`src/vda_pkg.sv`:
```
// ---------------------------------------------------------------------------
// vda_pkg
// Shared types and constants for the vector distance accumulator: metric
// codes and binary32 bit patterns used by the float units and the top.
// ---------------------------------------------------------------------------
`default_nettype none

package vda_pkg;

  // metric register codes; the fourth code is unused and adds nothing
  typedef enum logic [1:0] {
    METRIC_L2  = 2'd0,
    METRIC_DOT = 2'd1,
    METRIC_L1  = 2'd2
  } metric_t;

  localparam logic [31:0] QNAN      = 32'h7FC0_0000;
  localparam logic [31:0] POS_ZERO  = 32'h0000_0000;
  localparam logic [7:0]  EXP_ONES  = 8'hFF;
  localparam logic [31:0] SIGN_BIT  = 32'h8000_0000;

endpackage

`default_nettype wire

```
`src/vda_fadd.sv`:
```
// ---------------------------------------------------------------------------
// vda_fadd
// Combinational binary32 adder, round to nearest even, subnormals kept.
// Any NaN result is the canonical quiet NaN.
// ---------------------------------------------------------------------------
`default_nettype none

module vda_fadd import vda_pkg::*; (
  input  logic [31:0] a,
  input  logic [31:0] b,
  output logic [31:0] y
);

  logic        a_nan, b_nan, a_inf, b_inf;
  logic        swap;
  logic [31:0] big, lit;
  logic [7:0]  e_big, e_lit, dexp;
  logic [4:0]  dsh;
  logic [26:0] m_big, m_lit, m_lit_sh;
  logic        sticky_al;
  logic        eff_sub;
  logic [27:0] sum;
  logic [4:0]  lz;
  logic [7:0]  lsh;
  logic [26:0] norm;
  logic [9:0]  e_res;
  logic [7:0]  exp_field;
  logic [30:0] packed_v, rounded;
  logic        rnd_up;
  logic        sign_res;

  // operand classes
  assign a_nan = (a[30:23] == EXP_ONES) && (a[22:0] != '0);
  assign b_nan = (b[30:23] == EXP_ONES) && (b[22:0] != '0);
  assign a_inf = (a[30:23] == EXP_ONES) && (a[22:0] == '0);
  assign b_inf = (b[30:23] == EXP_ONES) && (b[22:0] == '0);

  // order by magnitude
  assign swap = a[30:0] < b[30:0];
  assign big  = swap ? b : a;
  assign lit  = swap ? a : b;

  assign e_big = (big[30:23] == '0) ? 8'd1 : big[30:23];
  assign e_lit = (lit[30:23] == '0) ? 8'd1 : lit[30:23];
  assign m_big = {big[30:23] != '0, big[22:0], 3'b000};
  assign m_lit = {lit[30:23] != '0, lit[22:0], 3'b000};

  // align smaller operand, keep sticky
  assign dexp = e_big - e_lit;
  assign dsh  = (dexp > 8'd26) ? 5'd27 : dexp[4:0];
  assign sticky_al = |(m_lit & ~({27{1'b1}} << dsh));
  assign m_lit_sh  = (m_lit >> dsh) | {26'd0, sticky_al};

  assign eff_sub = a[31] ^ b[31];
  assign sum = eff_sub ? ({1'b0, m_big} - {1'b0, m_lit_sh})
                       : ({1'b0, m_big} + {1'b0, m_lit_sh});

  // leading zero count, highest set bit wins
  always_comb begin
    lz = 5'd27;
    for (int i = 0; i < 27; i++) begin
      if (sum[i]) begin
        lz = 5'(26 - i);
      end
    end
  end

  // normalize, stop at the subnormal boundary
  always_comb begin
    lsh = 8'd0;
    if (sum[27]) begin
      norm  = {sum[27:2], sum[1] | sum[0]};
      e_res = {2'b00, e_big} + 10'd1;
    end else begin
      lsh   = ({3'b000, lz} < (e_big - 8'd1)) ? {3'b000, lz} : (e_big - 8'd1);
      norm  = sum[26:0] << lsh;
      e_res = {2'b00, e_big} - {2'b00, lsh};
    end
  end

  // round on the packed word so carries reach the exponent
  assign exp_field = norm[26] ? e_res[7:0] : 8'd0;
  assign packed_v  = {exp_field, norm[25:3]};
  assign rnd_up    = norm[2] & (norm[1] | norm[0] | norm[3]);
  assign rounded   = packed_v + {30'd0, rnd_up};

  assign sign_res = (sum == '0) ? (a[31] & b[31]) : big[31];

  // special cases and result
  always_comb begin
    if (a_nan || b_nan || (a_inf && b_inf && eff_sub)) begin
      y = QNAN;
    end else if (a_inf) begin
      y = a;
    end else if (b_inf) begin
      y = b;
    end else if (e_res >= 10'd255) begin
      y = {sign_res, EXP_ONES, 23'd0};
    end else begin
      y = {sign_res, rounded};
    end
  end

endmodule

`default_nettype wire

```
`src/vda_fmul.sv`:
```
// ---------------------------------------------------------------------------
// vda_fmul
// Combinational binary32 multiplier, round to nearest even, subnormals
// kept. Any NaN result is the canonical quiet NaN.
// ---------------------------------------------------------------------------
`default_nettype none

module vda_fmul import vda_pkg::*; (
  input  logic [31:0] a,
  input  logic [31:0] b,
  output logic [31:0] y
);

  logic               a_nan, b_nan, a_inf, b_inf, a_zero, b_zero;
  logic               sign_res;
  logic [7:0]         ea, eb;
  logic [23:0]        ma, mb;
  logic [47:0]        prod;
  logic [5:0]         lz;
  logic signed [10:0] e_pre;
  logic signed [10:0] rs_full;
  logic [5:0]         rs;
  logic [47:0]        p_norm, shv;
  logic               st;
  logic [7:0]         exp_field;
  logic [30:0]        packed_v, rounded;
  logic               rnd_up, sticky;

  // operand classes
  assign a_nan  = (a[30:23] == EXP_ONES) && (a[22:0] != '0);
  assign b_nan  = (b[30:23] == EXP_ONES) && (b[22:0] != '0);
  assign a_inf  = (a[30:23] == EXP_ONES) && (a[22:0] == '0);
  assign b_inf  = (b[30:23] == EXP_ONES) && (b[22:0] == '0);
  assign a_zero = (a[30:0] == '0);
  assign b_zero = (b[30:0] == '0);
  assign sign_res = a[31] ^ b[31];

  assign ea = (a[30:23] == '0) ? 8'd1 : a[30:23];
  assign eb = (b[30:23] == '0) ? 8'd1 : b[30:23];
  assign ma = {a[30:23] != '0, a[22:0]};
  assign mb = {b[30:23] != '0, b[22:0]};

  // significand product
  assign prod = ma * mb;

  // leading zero count of the product
  always_comb begin
    lz = 6'd0;
    for (int i = 0; i < 48; i++) begin
      if (prod[i]) begin
        lz = 6'(47 - i);
      end
    end
  end

  assign e_pre = $signed({3'b000, ea}) + $signed({3'b000, eb})
               - $signed(11'd126) - $signed({5'b00000, lz});

  // normalize, then shift right into the subnormal range if needed
  assign p_norm  = prod << lz;
  assign rs_full = $signed(11'd1) - e_pre;
  always_comb begin
    if (e_pre >= $signed(11'd1)) begin
      rs = 6'd0;
    end else if (rs_full > $signed(11'd48)) begin
      rs = 6'd48;
    end else begin
      rs = rs_full[5:0];
    end
  end
  assign st  = |(p_norm & ~({48{1'b1}} << rs));
  assign shv = p_norm >> rs;

  // round on the packed word
  assign exp_field = shv[47] ? e_pre[7:0] : 8'd0;
  assign packed_v  = {exp_field, shv[46:24]};
  assign sticky    = (|shv[22:0]) | st;
  assign rnd_up    = shv[23] & (sticky | shv[24]);
  assign rounded   = packed_v + {30'd0, rnd_up};

  // special cases and result
  always_comb begin
    if (a_nan || b_nan || (a_inf && b_zero) || (b_inf && a_zero)) begin
      y = QNAN;
    end else if (a_inf || b_inf) begin
      y = {sign_res, EXP_ONES, 23'd0};
    end else if (a_zero || b_zero) begin
      y = {sign_res, 31'd0};
    end else if (e_pre >= $signed(11'd255)) begin
      y = {sign_res, EXP_ONES, 23'd0};
    end else begin
      y = {sign_res, rounded};
    end
  end

endmodule

`default_nettype wire

```
`src/vector_distance_accumulator.sv`:
```
// ---------------------------------------------------------------------------
// vector_distance_accumulator
// Streams binary32 element pairs and folds the squared difference, the
// product or the absolute difference into one running total; the total is
// emitted and cleared on the last pair of a vector.
// ---------------------------------------------------------------------------
// path: input, difference and term registers, then the result register
// throughput: one pair per cycle unless stalled; the total add is a loop
// input register, difference, multiply and accumulate are separate stages
// input stalls only while a result waits and another last pair is ready
// reset: metric squared euclidean, total positive zero, pipeline empty
`default_nettype none

module vector_distance_accumulator import vda_pkg::*; (
  input  logic        clk,
  input  logic        rst,
  input  logic        metric_we,
  input  logic [1:0]  metric_wdata,
  input  logic        in_valid,
  output logic        in_stall,
  input  logic [31:0] elem_a,
  input  logic [31:0] elem_b,
  input  logic        last_element,
  output logic        out_valid,
  input  logic        out_stall,
  output logic [31:0] distance
);

  logic [1:0]  metric;
  logic        adv;

  logic        v0, last0;
  logic [1:0]  m0;
  logic [31:0] a0, b0;

  logic        v1, last1;
  logic [1:0]  m1;
  logic [31:0] a1, b1, d1;

  logic        v2, last2, use2;
  logic [31:0] term2;

  logic [31:0] total, total_next;
  logic [31:0] diff, prod, mul_a, mul_b, sum;
  logic [31:0] term_next;
  logic        use_next;

  // metric register
  always_ff @(posedge clk) begin
    if (rst) begin
      metric <= METRIC_L2;
    end else if (metric_we) begin
      metric <= metric_wdata;
    end
  end

  // pipeline moves unless a new result would overwrite a stalled one
  assign adv      = !(out_valid && out_stall && v2 && last2);
  assign in_stall = !adv;

  // input register
  always_ff @(posedge clk) begin
    if (rst) begin
      v0 <= 1'b0;
    end else if (adv) begin
      v0 <= in_valid;
    end
  end
  always_ff @(posedge clk) begin
    if (adv) begin
      a0    <= elem_a;
      b0    <= elem_b;
      last0 <= last_element;
      m0    <= metric;
    end
  end

  // difference a - b
  vda_fadd u_diff (
    .a (a0),
    .b (b0 ^ SIGN_BIT),
    .y (diff)
  );

  always_ff @(posedge clk) begin
    if (rst) begin
      v1 <= 1'b0;
    end else if (adv) begin
      v1 <= v0;
    end
  end
  always_ff @(posedge clk) begin
    if (adv) begin
      a1    <= a0;
      b1    <= b0;
      d1    <= diff;
      last1 <= last0;
      m1    <= m0;
    end
  end

  // square of difference or product
  assign mul_a = (m1 == METRIC_DOT) ? a1 : d1;
  assign mul_b = (m1 == METRIC_DOT) ? b1 : d1;

  vda_fmul u_mul (
    .a (mul_a),
    .b (mul_b),
    .y (prod)
  );

  // per-pair term select
  always_comb begin
    case (m1)
      METRIC_L2, METRIC_DOT: begin
        term_next = prod;
        use_next  = 1'b1;
      end
      METRIC_L1: begin
        term_next = {1'b0, d1[30:0]};
        use_next  = 1'b1;
      end
      default: begin
        term_next = POS_ZERO;
        use_next  = 1'b0;
      end
    endcase
  end

  always_ff @(posedge clk) begin
    if (rst) begin
      v2 <= 1'b0;
    end else if (adv) begin
      v2 <= v1;
    end
  end
  always_ff @(posedge clk) begin
    if (adv) begin
      term2 <= term_next;
      use2  <= use_next;
      last2 <= last1;
    end
  end

  // accumulate
  vda_fadd u_acc (
    .a (total),
    .b (term2),
    .y (sum)
  );

  assign total_next = use2 ? sum : total;

  always_ff @(posedge clk) begin
    if (rst) begin
      total <= POS_ZERO;
    end else if (adv && v2) begin
      total <= last2 ? POS_ZERO : total_next;
    end
  end

  // result register
  always_ff @(posedge clk) begin
    if (rst) begin
      out_valid <= 1'b0;
    end else if (adv && v2 && last2) begin
      out_valid <= 1'b1;
    end else if (!out_stall) begin
      out_valid <= 1'b0;
    end
  end
  always_ff @(posedge clk) begin
    if (adv && v2 && last2) begin
      if ((total_next[30:23] == EXP_ONES) && (total_next[22:0] != '0)) begin
        distance <= QNAN;
      end else begin
        distance <= total_next;
      end
    end
  end

  // checks
  a_total_cleared: assert property (@(posedge clk) disable iff (rst)
    (adv && v2 && last2) |=> (total == POS_ZERO))
    else $error("total not cleared after last pair");

  a_result_loaded: assert property (@(posedge clk) disable iff (rst)
    (adv && v2 && last2) |=> out_valid)
    else $error("result word not presented");

  a_stall_cause: assert property (@(posedge clk) disable iff (rst)
    in_stall |-> (out_valid && out_stall && v2 && last2))
    else $error("input stalled without a pending result");

  a_nan_canon: assert property (@(posedge clk) disable iff (rst)
    (out_valid && (distance[30:23] == EXP_ONES) && (distance[22:0] != '0))
      |-> (distance == QNAN))
    else $error("non-canonical NaN emitted");

endmodule

`default_nettype wire
```
`config.mk`:
```
export PLATFORM = sky130hd
export DESIGN_NAME = vector_distance_accumulator
export DESIGN_NICKNAME = d
export VERILOG_FILES = /design/src/vda_pkg.sv /design/src/vda_fadd.sv /design/src/vda_fmul.sv /design/src/vector_distance_accumulator.sv
export SDC_FILE = /design/constraint.sdc
export NUM_CORES = 2
export LEC_CHECK = 0
export BUFFER_PORTS_ARGS = -buffer_cell sky130_fd_sc_hd__buf_4
export CORE_AREA = 10 10 393 395
export CTS_CLUSTER_SIZE = 25
export DETAILED_ROUTE_END_ITERATION = 10
export DIE_AREA = 0 0 403 405
export HOLD_SLACK_MARGIN = 0.08
export PLACE_DENSITY = 0.63
export SLEW_MARGIN = 20
export SYNTH_ARGS = -nofsm -noshare
export SYNTH_HDL_FRONTEND = slang
export SYNTH_HIERARCHICAL = 1
export SYNTH_SLANG_ARGS = --single-unit
```
`constraint.sdc`:
```
create_clock -name clk -period 39.4 [get_ports clk]
set_input_delay 3.94 -clock clk [delete_from_list [all_inputs] [get_ports clk]]
set_output_delay 3.94 -clock clk [all_outputs]
set_load 0.01 [all_outputs]
```
# [Word-level counts from Yosys, hierarchy flattened]
# Index checks and enable logic that the tools add are counted.
# W data, S select, Z words.
[classes] n_addsub=19 mul=1 order_cmp=11 eq_ne=10 n_shift=9 muxes=148 n_bitwise=25 reduce_logical=70
[op_table] operator="$mux W32" n=12
[op_table] operator="$mux W6" n=50
[op_table] operator="$mux W31" n=7
[op_table] operator="$mux W5" n=34
[op_table] operator="$reduce_bool A23 Y1" n=7
[op_table] operator="$logic_not A23 Y1" n=6
[op_table] operator="$add A31 B1 Y31" n=3
[op_table] operator="$mux W8" n=11
[op_table] operator="$mux W4" n=16
[op_table] operator="$pmux W32 S2" n=1
[op_table] operator="$logic_not A31 Y1" n=2
[op_table] operator="$lt A31 B31 Y1" n=2
[op_table] operator="$add A27 B27 Y28" n=2
[op_table] operator="$eq A8 B8 Y1 const B" n=7
[op_table] operator="$logic_not A28 Y1" n=2
[op_table] operator="$mux W28" n=2
[op_table] operator="$sub A27 B27 Y28" n=2
[op_table] operator="$and A27 B27 Y27" n=2
[op_table] operator="$mux W27" n=2
[op_table] operator="$not A27 Y27" n=2
[op_table] operator="$or A27 B1 Y27" n=2
[op_table] operator="$reduce_or A27 Y1" n=2
[op_table] operator="$shl A27 B5 Y27 const A" n=2
[op_table] operator="$shl A27 B8 Y27" n=2
[op_table] operator="41 further kinds" n=113
[word_totals] register_bits=270 in_bits=72 word_cells=312

# [Logic depth before layout (Yosys ltp)]
[depth] ltp_word=70 ltp_mapped=90 mapped_depth_nobuf=79

# [Cells and area by module]
# Netlist, hierarchy kept.
[modules_own_cells] mod="vda_fmul" instances=1 cells_each=4016 area_each_um2=31555.3 seq_area_each_um2=0.0
[modules_own_cells] mod="vda_fadd (u_diff)" instances=1 cells_each=1921 area_each_um2=12603.3 seq_area_each_um2=0.0
[modules_own_cells] mod="vda_fadd (u_acc)" instances=1 cells_each=1804 area_each_um2=11359.6 seq_area_each_um2=0.0
[modules_own_cells] mod="vector_distance_accumulator" instances=1 cells_each=726 area_each_um2=9997.1 seq_area_each_um2=7727.4

# [Worst setup path after synthesis]
# OpenSTA, ideal clock, no wires.
[synth_timing] path_kind="register to register" start="register term2[30]" end="register distance[22] (data pin)" setup_ns=0.255 arrival_ns=16.467 required_time_ns=39.145 setup_slack_ns=22.678 path_stages_with_launch=81 n_path_buf=8 period_less_slack_ns=16.722 cell_sequence="edfxtp_1 > inv_1 > ha_1 > nand4_1 > nor3_2 > nand2_1 > nor3_2 > a21o_1 > buf_4 > buf_2 > buf_1 > mux2i_1 > and3_1 > nand4_1 > nand2_1 > inv_1 > ha_1 > fa_1 > (+45 left out) > inv_1 > buf_2 > buf_2 > fa_1 > a21o_1 > maj3_2 > a21o_1 > a211o_1 > a41oi_2 > nor3_1 > or4_1 > or3b_1 > buf_2 > o21bai_1 > mux2_2 > nand4_1 > a21oi_2 > o21ba_1"
[synth_via] elab_chain_len=56
[synth_rtl] item="start: declaration" line_no="vector_distance_accumulator.sv:41" source="logic [31:0] term2;"
[synth_rtl] item="start signal: assignment" line_no="vector_distance_accumulator.sv:139" source="term2 <= term_next;"
[synth_rtl] item="$lt A31 B31 Y1" line_no="vda_fadd.sv:39" source="assign swap = a[30:0] < b[30:0];"
[synth_rtl] item="$mux W32 / $mux W31 (equally long branches)" line_no="vda_fadd.sv:40, vda_fadd.sv:41"
[synth_rtl] item="$logic_not A8 Y1 (on tied branches)" line_no="vda_fadd.sv:43, vda_fadd.sv:44"
[synth_rtl] item="$mux W8 (on tied branches)" line_no="vda_fadd.sv:43, vda_fadd.sv:44"
[synth_rtl] item="$sub A8 B8 Y8" line_no="vda_fadd.sv:49" source="assign dexp = e_big - e_lit;"
[synth_rtl] item="$gt A8 B5 Y1" line_no="vda_fadd.sv:50" source="assign dsh = (dexp > 8'd26) ? 5'd27 : dexp[4:0];"
[synth_rtl] item="$mux W5" line_no="vda_fadd.sv:50"
[synth_rtl] item="$shl A27 B5 Y27" line_no="vda_fadd.sv:51" source="assign sticky_al = |(m_lit & ~({27{1'b1}} << dsh));"
[synth_rtl] item="(+41 left out)"
[synth_rtl] item="$mux W31" line_no="vda_fadd.sv:97" source="end else if (e_res >= 10'd255) begin"
[synth_rtl] item="$mux W32" line_no="vda_fadd.sv:95" source="end else if (b_inf) begin"
[synth_rtl] item="$mux W32" line_no="vda_fadd.sv:93" source="end else if (a_inf) begin"
[synth_rtl] item="$mux W32 (*)" line_no="vda_fadd.sv:91" source="if (a_nan || b_nan || (a_inf && b_inf && eff_sub)) begin"
[synth_rtl] item="via sum[27]" line_no="vector_distance_accumulator.sv:44" source="logic [31:0] diff, prod, mul_a, mul_b, sum;"
[synth_rtl] item="$mux W32 (*)" line_no="vector_distance_accumulator.sv:152" source="assign total_next = use2 ? sum : total;"
[synth_rtl] item="$eq A8 B8 Y1 (*)" line_no="vector_distance_accumulator.sv:174" source="if ((total_next[30:23] == EXP_ONES) && (total_next[22:0] != '0)) begin"
[synth_rtl] item="$logic_and A1 B1 Y1 (*)" line_no="vector_distance_accumulator.sv:174"
[synth_rtl] item="end signal: assignment" line_no="vector_distance_accumulator.sv:177" source="distance <= total_next;"
[synth_rtl] item="end: declaration" line_no="vector_distance_accumulator.sv:26" source="output logic [31:0] distance"
# The timed path passes the listed nets; every way through them passes the cells marked *.
# A chain may end at the register's enable or synchronous reset.

# [Worst setup path in the final report]
[layout_timing] start="register term2[26]" end="register distance[22] (data pin)"
# Same word-level chain as after synthesis.

==> flow_metrics.py <==
metrics = {
    "die": {
        "dieArea_um2": 163000,
        "dieHeight_um": 405,
        "coreArea_um2": 147000,
        "ioPinCount": 106,
        "start_util": 0.446,
        "die_w_um": 403,
        "rows": 141,
    },
    "synth": {
        "seq_area_frac_synth": 0.118,
        "synth_xor_area_frac": 0.0288,
        "synth_top_family_by_area": "simple AND/OR/NAND/NOR gates",
        "synthArstFlopShare": 0,
        "netlist.area_leader.share": 0.150,
        "syn_inst": 8467,
        "yosys.area.top_type": "fa_1",
        "yosysWarnings": 6,
        "synth_edf_count": 232,
        "synth_cell_types": 157,
        "synth_mux_area_frac": 0.0480,
        "synth_area_um2": 65500,
        "synth_seq_cells": 270,
        "synth_compound_area_frac": 0.246,
        "synth.avg_cell_area_um2": 7.74,
        "yosys.area_share.simple": 0.251,
        "yosys-top-cells-area": "fa_1 (15%), edfxtp_1 (11%), ha_1 (7.6%), and2_1 (5.7%), nand2_1 (4.9%)",
        "synthAdderAreaFrac": 0.226,
        "ys.flop_type": "edfxtp_1",
    },
    "placement": {
        "placedCellCount": 10200,
        "dp_hpwl_mm": 211,
        "gp_congestion": 1.00,
        "place_ws_ps": 19500,
        "portBuffers": 105,
    },
    "critical_path": {
        "critPathKind": "reg2reg",
        "cp_data_arrival_time_ps": 20890,
        "max_stage_delay_ps": 810,
        "slowest_stage": "or3b_1",
        "crit_path_max_fanout": 30,
        "rr_worst_depth": 72,
        "start_kind": "flip-flop",
        "crit_path_end_kind": "flip-flop",
        "cp.required_ps": 39710,
    },
    "detailed_routing": {
        "drtAntennaViolNets": 0,
        "finalWirelength_mm": 272,
        "drt_iter0_markers": 8915,
        "firstDrtPassIters": 8,
        "drt-wirelength-per-cell_um": 26.6,
        "drc": 0,
        "via_per_inst": 6.58,
        "vias": 67300,
    },
    "timing": {
        "fin_crit_ps": 20580,
        "rsz0062_at_grt": "false",
        "slew_headroom": 0.138,
        "fin_crit_sh": 0.522,
        "finalHoldViolCount": 0,
        "setup_ws_ps": 18820,
        "setup_violations": 0,
        "worstMarginPinSlew_ps": 1270,
        "fmax_ghz": 0.0486,
        "fin_skew_ps": 39.8,
        "setup_tns_ps": 0,
        "maxSlewViolCount": 0,
    },
    "clock_network": {
        "cts_root_buf": "clkbuf_16",
        "cts_tree": "yes",
        "ctsHoldBuffers": 0,
        "clk_pin_slew_ps": 60,
        "h-tree-depth": 1,
        "cts_setup_buffers": 0,
        "cts.sinks": 270,
        "clock_latency_ps": 590,
        "cts_buffer_depth": 3,
        "cts_resized": 0,
        "cts_buffers": 29,
    },
    "final_layout": {
        "final_nets": 9233,
        "final_cells": 10200,
        "syn2layout_area_growth_pct": 5.04,
        "drive_gt1_frac": 0.0827,
    },
    "run": {
        "maxCapViolCount": 0,
    },
    "global_route": {
        "grt_util_all_layers": 0.317,
        "grt_pass1_vias": 64400,
        "grt_max_degree": 77,
        "grt_pass1_wl_mm": 409,
        "antenna_found_initial": 3,
        "globalRouteOverflowTotal": 0,
    },
    "worst_hold_path": {
        "hold_path_depth": 0,
        "hp-class": "reg2reg",
    },
    "status": {
        "outcome": "finished, final reports clean",
    },
}
[critical path: cells and delay by family, from the launching register on]
family	cells	cell delay (ps)
compound gates	29	6920
xor+xnor	1	120
fa+ha+maj	7	2510
buf+inv	5	1310
flops	1	550
mux	3	1070
simple gates	27	7820
[worst paths after layout]
path / start / end / slack (ps)
worst max register to register: term2[26] / distance[22] / 18820
worst min register to register: m0[0] / m1[0] / 430
worst max-delay path: term2[26] / distance[22] / 18820
worst min-delay path: m0[0] / m1[0] / 430
[sequential cells by signal (all words and copies together) (netlist names), 2 cells and up]
register  cells
distance     32
term2        32
a1           32
a0           32
total        32
d1           32
metric        2
b0           32
m0            2
m1            2
b1           32
[placed cells by master (no fill, tap or decap), drive strengths merged, types with 42 or more instances in the layout]
cell / instances
and3: 68
nor4: 134
o211ai: 144
inv: 845
fa: 490
o21a: 55
or3: 76
nor3: 216
o31ai: 59
edfxtp: 232
a21o: 102
nor2: 663
a22oi: 72
a211o: 42
xnor2: 124
buf: 269
o21bai: 44
nand4: 120
or2: 54
a211oi: 143
and2: 606
nand2b: 52
mux2i: 189
a21oi: 456
nand3: 229
o22ai: 80
o21ai: 427
nand2: 866
ha: 398
xor2: 87
a31oi: 75
o2111ai: 48
mux2: 67
[area by class of cell]
| class | count | area, um^2 |
|---|---|---|
| fill | 14800 | 78000 |
| multi-input combinational | 6858 | 52500 |
| sequential | 270 | 7730 |
| inverter | 845 | 3170 |
| tap | 1930 | 2410 |
| timing repair buffer | 269 | 2020 |
| clock buffer | 29 | 726 |
| clock inverter | 24 | 236 |
| antenna | 1 | 2.50 |
[stage by stage]
step | utilization | instance area (um^2) | hold WS, ps
after floorplan | - | 65500 | 400
after global placement | 0.462 | 67800 | 403
after detailed placement | 0.462 | 67800 | 416
after CTS | 0.469 | 68800 | 430
after global routing | 0.469 | 68800 | 436
final | 0.469 | 68800 | 426
[cell families (layout without fill, tap and decap cells)]
group | after synthesis | count (layout)
adder cells (fa/ha/maj) | 890 | 890
other | 2 | 7
buffers and inverters | 1343 | 1167
AO/OA/AOI/OAI | 2240 | 2240
AND/OR/NAND/NOR | 3234 | 3234
XOR/XNOR | 211 | 211
flip-flops | 270 | 270
multiplexers | 277 | 277
[Yosys cell counts (35+ instances only)]
library cell,n
a211o_1,41
a211oi_1,127
a21o_1,101
a21oi_1,444
a221oi_1,35
a22oi_1,70
a31oi_1,74
and2_1,602
and3_1,68
buf_2,87
clkbuf_1,342
dfxtp_1,38
edfxtp_1,232
fa_1,490
ha_1,398
inv_1,829
mux2_2,62
mux2i_1,187
nand2_1,860
nand2b_1,52
nand3_1,225
nand4_1,113
nor2_1,656
nor3_1,202
nor4_1,120
o2111ai_1,46
o211ai_1,135
o21a_1,54
o21ai_0,382
o21bai_1,44
o221ai_1,35
o22ai_1,78
o31ai_1,55
or2_2,44
or3_1,76
xnor2_1,120
xor2_1,86
[routing by layer]
metal	up-vias	GRT usage	routed length, um
li1	29900	-	-
met1	32800	0.452	117000
met2	4052	0.474	115000
met3	595	0.0695	29400
met4	0	0.0990	9950
met5	-	0	0
Power is not shown: default switching activity piles up to over one toggle a cycle in this logic, so the estimate is an artifact.
